### src/sv/ssd_pkg.sv
// shared constants, segment table and reciprocal constant for the seven-segment serial driver
// no dependencies; compiled first
package ssd_pkg;

  localparam int unsigned DigitCount = 3;
  localparam int unsigned ValueW     = 32;
  localparam int unsigned SegW       = 8;
  localparam int unsigned QuotW      = 29;

  // q / 10 == (q * DivTenMagic) >> DivTenShift for every 32-bit q
  localparam logic [ValueW-1:0] DivTenMagic = 32'hCCCC_CCCD;
  localparam int unsigned       DivTenShift = 35;

  localparam logic [SegW-1:0] BlankHigh = 8'h00;

  function automatic logic [SegW-1:0] seg_pattern(input logic [3:0] digit);
    logic [SegW-1:0] p;
    case (digit)
      4'd0:    p = 8'h3F;
      4'd1:    p = 8'h06;
      4'd2:    p = 8'h5B;
      4'd3:    p = 8'h4F;
      4'd4:    p = 8'h66;
      4'd5:    p = 8'h6D;
      4'd6:    p = 8'h7D;
      4'd7:    p = 8'h07;
      4'd8:    p = 8'h7F;
      4'd9:    p = 8'h6F;
      default: p = BlankHigh;
    endcase
    return p;
  endfunction

endpackage

### src/sv/ssd_if.sv
// valid/ready channel interfaces: value input, serial bit output, configuration write
// depends on ssd_pkg
interface ssd_in_if;
  logic                       valid;
  logic                       ready;
  logic [ssd_pkg::ValueW-1:0] display_value;
  modport source (output valid, output display_value, input ready);
  modport sink   (input valid, input display_value, output ready);
endinterface

interface ssd_out_if;
  logic valid;
  logic ready;
  logic serial_bit;
  logic latch_after;
  modport source (output valid, output serial_bit, output latch_after, input ready);
  modport sink   (input valid, input serial_bit, input latch_after, output ready);
endinterface

interface ssd_cfg_if;
  logic valid;
  logic ready;
  logic active_low;
  modport source (output valid, output active_low, input ready);
  modport sink   (input valid, input active_low, output ready);
endinterface

### src/sv/ssd_digit_conv.sv
// decimal digit converter: one divide-by-ten per digit position, builds the frame of segment patterns
// depends on ssd_pkg and ssd_in_if
module ssd_digit_conv #(
  parameter int unsigned DIGIT_COUNT = ssd_pkg::DigitCount,
  localparam int unsigned FrameBits  = ssd_pkg::SegW * DIGIT_COUNT
) (
  input  logic                 clk_i,
  input  logic                 rst_ni,
  ssd_in_if.sink               in_i,
  output logic                 frame_valid_o,
  output logic [FrameBits-1:0] frame_o,
  input  logic                 frame_take_i
);
  import ssd_pkg::*;

  localparam int unsigned PosW = (DIGIT_COUNT > 1) ? $clog2(DIGIT_COUNT) : 1;
  localparam logic [PosW-1:0] LastPos = PosW'(DIGIT_COUNT - 1);

  typedef enum logic [2:0] {
    StIdle = 3'b001,
    StMul  = 3'b010,
    StDig  = 3'b100
  } conv_state_e;

  conv_state_e       state_q, state_d;
  logic              full_q, full_d;
  logic [PosW-1:0]   pos_q, pos_d;
  logic [ValueW-1:0] quot_q, quot_d;
  logic [QuotW-1:0]  qd_q, qd_d;
  logic [SegW-1:0]   frame_q [DIGIT_COUNT];

  logic [2*ValueW-1:0] prod;
  logic [3:0]          ten_qd;
  logic [3:0]          digit;
  logic [SegW-1:0]     pattern;
  logic                accept;

  assign in_i.ready = (state_q == StIdle) && !full_q;
  assign accept     = in_i.valid && in_i.ready;

  assign prod    = {{ValueW{1'b0}}, quot_q} * {{ValueW{1'b0}}, DivTenMagic};
  // low nibble of 10 * quotient is enough, the digit is below ten
  assign ten_qd  = {qd_q[0], 3'b000} + {qd_q[2:0], 1'b0};
  assign digit   = quot_q[3:0] - ten_qd;
  assign pattern = ((pos_q != '0) && (quot_q == '0)) ? BlankHigh : seg_pattern(digit);

  always_comb begin
    state_d = state_q;
    full_d  = full_q;
    pos_d   = pos_q;
    quot_d  = quot_q;
    qd_d    = qd_q;
    if (frame_take_i) begin
      full_d = 1'b0;
    end
    case (state_q)
      StIdle: begin
        if (accept) begin
          quot_d  = in_i.display_value;
          pos_d   = '0;
          state_d = StMul;
        end
      end
      StMul: begin
        qd_d    = prod[DivTenShift +: QuotW];
        state_d = StDig;
      end
      StDig: begin
        quot_d = {{(ValueW-QuotW){1'b0}}, qd_q};
        if (pos_q == LastPos) begin
          full_d  = 1'b1;
          state_d = StIdle;
        end else begin
          pos_d   = pos_q + 1'b1;
          state_d = StMul;
        end
      end
      default: begin
        state_d = StIdle;
      end
    endcase
  end

  always_ff @(posedge clk_i or negedge rst_ni) begin
    if (!rst_ni) begin
      state_q <= StIdle;
      full_q  <= 1'b0;
    end else begin
      state_q <= state_d;
      full_q  <= full_d;
    end
  end

  always_ff @(posedge clk_i) begin
    pos_q  <= pos_d;
    quot_q <= quot_d;
    qd_q   <= qd_d;
    if (state_q == StDig) begin
      frame_q[pos_q] <= pattern;
    end
  end

  // units position goes out first, so it sits at the top of the frame
  always_comb begin
    for (int i = 0; i < DIGIT_COUNT; i++) begin
      frame_o[FrameBits-1-SegW*i -: SegW] = frame_q[i];
    end
  end

  assign frame_valid_o = full_q;

endmodule

### src/sv/ssd_shift_out.sv
// frame shifter: emits the frame one bit per output request, flags the last bit for the latch
// depends on ssd_pkg and ssd_out_if
module ssd_shift_out #(
  parameter int unsigned DIGIT_COUNT = ssd_pkg::DigitCount,
  localparam int unsigned FrameBits  = ssd_pkg::SegW * DIGIT_COUNT
) (
  input  logic                 clk_i,
  input  logic                 rst_ni,
  input  logic                 active_low_i,
  input  logic                 frame_valid_i,
  input  logic [FrameBits-1:0] frame_i,
  output logic                 frame_take_o,
  ssd_out_if.source            out_o
);
  import ssd_pkg::*;

  localparam int unsigned CntW = $clog2(FrameBits + 1);
  localparam logic [CntW-1:0] CntFull = CntW'(FrameBits);
  localparam logic [CntW-1:0] CntLast = CntW'(1);

  logic [CntW-1:0]      cnt_q, cnt_d;
  logic [FrameBits-1:0] shift_q, shift_d;
  logic                 fire;

  assign out_o.valid       = (cnt_q != '0);
  assign out_o.serial_bit  = shift_q[FrameBits-1] ^ active_low_i;
  assign out_o.latch_after = (cnt_q == CntLast);
  assign fire              = out_o.valid && out_o.ready;
  assign frame_take_o      = frame_valid_i && ((cnt_q == '0) || (fire && cnt_q == CntLast));

  always_comb begin
    cnt_d   = cnt_q;
    shift_d = shift_q;
    if (frame_take_o) begin
      cnt_d   = CntFull;
      shift_d = frame_i;
    end else if (fire) begin
      cnt_d   = cnt_q - 1'b1;
      shift_d = {shift_q[FrameBits-2:0], 1'b0};
    end
  end

  always_ff @(posedge clk_i or negedge rst_ni) begin
    if (!rst_ni) begin
      cnt_q <= '0;
    end else begin
      cnt_q <= cnt_d;
    end
  end

  always_ff @(posedge clk_i) begin
    shift_q <= shift_d;
  end

endmodule

### src/sv/seven_segment_serial_driver_core.sv
// top level of the seven-segment serial driver: config register, converter and shifter
// depends on ssd_pkg, ssd_if, ssd_digit_conv and ssd_shift_out
//
// Each accepted value produces a frame of 8*DIGIT_COUNT serial bits (24 by default), units
// position first and each pattern MSB first, with latch_after set on the last bit. The output
// shifter moves one bit per output request, so a value occupies 8*DIGIT_COUNT output requests.
// The converter does one multiply-by-reciprocal and one digit step per position; it takes
// a new value only when idle and after the shifter has taken its previous frame. It runs
// while the previous frame is still shifting and holds a finished frame until the last bit
// of the current one is taken, so with values waiting the frames follow each other with no
// gap in the bit stream; output stalls hold the stream. Blanked leading positions are blank
// in the frame and the active_low inversion applies to every bit, blanks included;
// active_low resets to 1 and must only be written while the block is idle.
module seven_segment_serial_driver_core #(
  parameter int unsigned DIGIT_COUNT = ssd_pkg::DigitCount
) (
  input  logic      clk_i,
  input  logic      rst_ni,
  ssd_in_if.sink    in_i,
  ssd_cfg_if.sink   cfg_i,
  ssd_out_if.source out_o
);
  import ssd_pkg::*;

  localparam int unsigned FrameBits = SegW * DIGIT_COUNT;

  logic                 active_low_q;
  logic                 frame_valid;
  logic                 frame_take;
  logic [FrameBits-1:0] frame;

  assign cfg_i.ready = 1'b1;

  always_ff @(posedge clk_i or negedge rst_ni) begin
    if (!rst_ni) begin
      active_low_q <= 1'b1;
    end else if (cfg_i.valid && cfg_i.ready) begin
      active_low_q <= cfg_i.active_low;
    end
  end

  ssd_digit_conv #(
    .DIGIT_COUNT(DIGIT_COUNT)
  ) u_conv (
    .clk_i        (clk_i),
    .rst_ni       (rst_ni),
    .in_i         (in_i),
    .frame_valid_o(frame_valid),
    .frame_o      (frame),
    .frame_take_i (frame_take)
  );

  ssd_shift_out #(
    .DIGIT_COUNT(DIGIT_COUNT)
  ) u_shift (
    .clk_i        (clk_i),
    .rst_ni       (rst_ni),
    .active_low_i (active_low_q),
    .frame_valid_i(frame_valid),
    .frame_i      (frame),
    .frame_take_o (frame_take),
    .out_o        (out_o)
  );

  a_take_needs_frame: assert property (@(posedge clk_i) disable iff (!rst_ni)
    frame_take |-> frame_valid)
    else $error("frame taken while none pending");

  a_take_starts_stream: assert property (@(posedge clk_i) disable iff (!rst_ni)
    frame_take |=> out_o.valid)
    else $error("frame taken but no bit offered");

  a_accept_busy: assert property (@(posedge clk_i) disable iff (!rst_ni)
    (in_i.valid && in_i.ready) |=> !in_i.ready)
    else $error("converter ready right after a request");

  a_latch_ends_frame: assert property (@(posedge clk_i) disable iff (!rst_ni)
    (out_o.valid && out_o.ready && out_o.latch_after && !frame_valid) |=> !out_o.valid)
    else $error("bits after latch with no frame pending");

endmodule

### src/flat_wrapper.sv
// flat-port wrapper written by rule: the top's interface ports become plain ports
module seven_segment_serial_driver_core_flat import ssd_pkg::*;
#(
  parameter int unsigned DIGIT_COUNT = ssd_pkg::DigitCount
)
  (clk_i, rst_ni, in_i_valid, in_i_display_value, in_i_ready, cfg_i_valid, cfg_i_active_low, cfg_i_ready, out_o_valid, out_o_serial_bit, out_o_latch_after, out_o_ready);
  ssd_in_if in_i_i ();
  ssd_cfg_if cfg_i_i ();
  ssd_out_if out_o_i ();
  input  logic clk_i;
  input  logic rst_ni;
  input wire logic [$bits(in_i_i.valid)-1:0] in_i_valid;
  input wire logic [$bits(in_i_i.display_value)-1:0] in_i_display_value;
  output wire logic [$bits(in_i_i.ready)-1:0] in_i_ready;
  input wire logic [$bits(cfg_i_i.valid)-1:0] cfg_i_valid;
  input wire logic [$bits(cfg_i_i.active_low)-1:0] cfg_i_active_low;
  output wire logic [$bits(cfg_i_i.ready)-1:0] cfg_i_ready;
  output wire logic [$bits(out_o_i.valid)-1:0] out_o_valid;
  output wire logic [$bits(out_o_i.serial_bit)-1:0] out_o_serial_bit;
  output wire logic [$bits(out_o_i.latch_after)-1:0] out_o_latch_after;
  input wire logic [$bits(out_o_i.ready)-1:0] out_o_ready;
  assign in_i_i.valid = in_i_valid;
  assign in_i_i.display_value = in_i_display_value;
  assign in_i_ready = in_i_i.ready;
  assign cfg_i_i.valid = cfg_i_valid;
  assign cfg_i_i.active_low = cfg_i_active_low;
  assign cfg_i_ready = cfg_i_i.ready;
  assign out_o_valid = out_o_i.valid;
  assign out_o_serial_bit = out_o_i.serial_bit;
  assign out_o_latch_after = out_o_i.latch_after;
  assign out_o_i.ready = out_o_ready;
  seven_segment_serial_driver_core #(.DIGIT_COUNT(DIGIT_COUNT)) u_core (.clk_i(clk_i), .rst_ni(rst_ni), .in_i(in_i_i), .cfg_i(cfg_i_i), .out_o(out_o_i));
endmodule
### config.mk
export PLATFORM = sky130hd
export DESIGN_NAME = seven_segment_serial_driver_core_flat
export DESIGN_NICKNAME = d
export VERILOG_FILES = /design/src/sv/ssd_pkg.sv /design/src/sv/ssd_if.sv /design/src/sv/ssd_digit_conv.sv /design/src/sv/ssd_shift_out.sv /design/src/sv/seven_segment_serial_driver_core.sv /design/src/flat_wrapper.sv
export SDC_FILE = /design/constraint.sdc
export NUM_CORES = 1
export LEC_CHECK = 0
export BUFFER_PORTS_ARGS = -buffer_cell sky130_fd_sc_hd__buf_2
export CORE_ASPECT_RATIO = 1.4
export CORE_UTILIZATION = 65
export DETAILED_ROUTE_END_ITERATION = 10
export PLACE_DENSITY = 0.9
export SLEW_MARGIN = 5
export SYNTH_ARGS = -nofsm -noshare
export SYNTH_HDL_FRONTEND = slang
export SYNTH_SLANG_ARGS = --single-unit
### constraint.sdc
create_clock -name clk_i -period 9.1 [get_ports clk_i]
set_input_delay 1.365 -clock clk_i [delete_from_list [all_inputs] [get_ports clk_i]]
set_output_delay 1.365 -clock clk_i [all_outputs]
set_load 0.005 [all_outputs]
==> flow_summary.json <==
{
  "status": "completed",
  "critPathSlowestCell": "edfxtp_1",
  "core_sq_mm": 0.0327,
  "cp.arrival_ns": 8.16,
  "slowest_delay_ns": 0.66,
  "path_class": "reg2reg",
  "slew_violations": 0,
  "grt_max_degree": 38,
  "syn_area_per_cell_sq_um": 10.7,
  "num_vias": 14900,
  "grtUsageTotal_pct": 41.3,
  "syn_area_sq_mm": 0.0218,
  "final_common_cell": "inv_1",
  "place_congestion": 1.05,
  "post_cts_resized": 0,
  "cts.path.max_buffers": 2,
  "start_util_pct": 66.6,
  "ys_seq_area_share_pct": 16.1,
  "min_period_over_period_pct": 87.6,
  "worstPathBufferInverterCount": 3,
  "cts_max_level": 4,
  "wl_per_cell_microns": 25.7,
  "clkLatencyLatePin_ns": 0.47,
  "overflow": 0,
  "drt-total-wl_microns": 65400,
  "die_w_microns": 157,
  "rows": 78,
  "ioPinCount": 43,
  "r2r-start": "u_core.u_conv.quot_q[9]",
  "fin_hold_ws_ns": 0.501,
  "maxCapViolCount": 0,
  "yosys.area.top_type": "fa_1",
  "worstPathRequired_ns": 9.29,
  "crit_path_start": "u_core.u_conv.quot_q[9]",
  "cts_hold_buf": 0,
  "synth-seq-cells": 118,
  "cp_top_family": "adder cells",
  "nFillCells": 2368,
  "path_common_cell": "fa_1",
  "yosys.area.top_type_share_pct": 35.5,
  "period_needed_ns": 7.97,
  "area_growth_syn_to_layout_pct": 6.08,
  "antenna_violating_nets_post_route": 0,
  "rsz0062_at_grt": "false",
  "min_path_type": "reg2reg",
  "drt_iter0_markers": 990,
  "cts.sinks": 118,
  "fin_skew_ns": 0.0339,
  "ys.flop_type": "edfxtp_1",
  "final_cell_mix": "inv_1 (572), fa_1 (386), ha_1 (375), nand2_1 (118), edfxtp_1 (108)",
  "nNetsFinal": 2890,
  "tritoncts": "built",
  "cp-start-kind": "register",
  "netlist_instances": 2045,
  "drc": 0,
  "hold_violations": 0,
  "grt_first_pass_wirelength_microns": 98700,
  "layout-drive-gt1-share_pct": 6.51,
  "synthArstFlopShare_pct": 8.47,
  "cts_made_buffers": 17,
  "dieArea_sq_mm": 0.0343,
  "clk_pin_slew_ns": 0.09,
  "synth.top_cells.by_area": "fa_1 (35%), ha_1 (22%), edfxtp_1 (15%)",
  "setup_viol": 0,
  "cts_setup_buffers": 0,
  "antenna_cells": 0,
  "worstMarginPinSlew_ns": 1.00,
  "root_buffer": "clkbuf_16",
  "hp-start": "u_core.u_conv.frame_q[0][1]",
  "grt_pass1_vias": 17000,
  "crit_path_cell_trace": "inv_1 > ha_1 > xnor2_1 > o21ai_0 > fa_1 > inv_1 > fa_1 > fa_1 > inv_1 > fa_1 > fa_1 > fa_1 > ha_1 > a21oi_1 > o21ai_0 > o21ai_1 > nor4_2 > a2111oi_1 > o21ai_2 > a41oi_2 > o311ai_2 > a31oi_1 > xnor2_1",
  "seq_area_sq_mm": 0.00350,
  "fin_tns_setup_ns": 0,
  "fmax_mhz": 125,
  "end_kind": "register",
  "synth_edf_count": 108,
  "place.port_buffers": 41,
  "multiInputGateArea_sq_mm": 0.0160,
  "cp_max_fo": 9,
  "slew_headroom_pct": 32.9,
  "die_h_microns": 219,
  "antenna_found_initial": 1,
  "vias_per_cell": 5.88,
  "yosys_warnings": 0,
  "synth_cell_types": 71,
  "dpl.hpwl_microns": 57000,
  "first_pass_iters": 6,
  "synth_fp_nets": 2844
}
[logic make-up (layout without fill, tap and decap cells)]
group / after synthesis / in the layout / synth area share [%]
AOI/OAI and AO/OA: 199 / 199 / 5.95
xor gates and xnor gates: 85 / 85 / 3.42
adders and majority gates: 761 / 761 / 57.0
buffers and inverters: 596 / 655 / 10.3
DFF: 118 / 118 / 16.1
muxes: 33 / 33 / 1.70
other: 1 / 1 / 0.0172
and+or+nand+nor: 252 / 252 / 5.51
[worst register-to-register path: cells and delay by family, from the launching register on]
family | cells | cell delay [ns]
DFF | 1 | 0.66
buffers and inverters | 3 | 0.24
AOI/OAI and AO/OA | 9 | 2.17
and+or+nand+nor | 1 | 0.32
xor gates and xnor gates | 2 | 0.36
adders and majority gates | 8 | 3.92
[worst paths after layout]
check / to / slack (ns) / cells past startpoint
max: u_core.u_conv.qd_q[26] / 1.13 / 23
min: u_core.u_shift.shift_q[17] / 0.50 / 2
max reg2reg: u_core.u_conv.qd_q[26] / 1.13 / 23
min reg2reg: u_core.u_shift.shift_q[17] / 0.50 / 2
max in group asynchronous: u_core.u_conv.state_q[0] / 8.08 / 1
min in group asynchronous: u_core.u_shift.cnt_q[4] / 0.76 / 1
[routing by layer]
| metal | vias to the layer above | track usage, % | wire length [microns] |
|---|---|---|---|
| met1 | 7436 | 41.4 | 21100 |
| met4 | 2 | 43.9 | 8270 |
| met3 | 301 | 5.99 | 3310 |
| met5 | - | 0 | 13 |
| met2 | 705 | 70.3 | 32700 |
| li1 | 6503 | - | - |
[metrics by stage]
stage                     worst slack (ns)  cells  utilization, %  cell area [sq um]
after floorplan                       2.27   2045               -              21800
after global placement                1.28   2512            68.9              22500
after detailed placement              1.27   2512            68.9              22500
after CTS                             1.22   2544            70.7              23100
after global routing                 0.848   2544            70.7              23100
final                                 1.13   2544            70.7              23100
[cell type report]
class | instances | area share (%)
Inverter | 572 | 9.29
Clock inverter | 15 | 0.699
Clock buffer | 17 | 1.84
Timing Repair Buffer | 51 | 1.21
Sequential cell | 118 | 15.1
Multi-Input combinational cell | 1331 | 69.4
Tap cell | 440 | 2.38
[cells in the mapped netlist, drive strengths merged, types with 14 or more instances]
master and n:
a21o 34, a21oi 73, and2 22, clkbuf 19, edfxtp 108, fa 386
ha 375, inv 572, mux2 32, nand2 118, nor2 38, nor2b 14
o21ai 36, xnor2 39, xor2 46
[flip-flops by register name, summed over array words and instances, names as in the netlist]
name,flops
u_core.u_conv.pos_q,2
u_core.u_conv.frame_q,21
u_core.u_conv.state_q,3
u_core.u_conv.quot_q,32
u_core.u_conv.qd_q,29
u_core.active_low_q,1
u_core.u_shift.cnt_q,5
u_core.u_shift.shift_q,24
u_core.u_conv.frame_valid_o,1
Power is left out: the tool's default activity adds up to more than one toggle a clock period on the data nets, which glitch-free logic cannot reach.
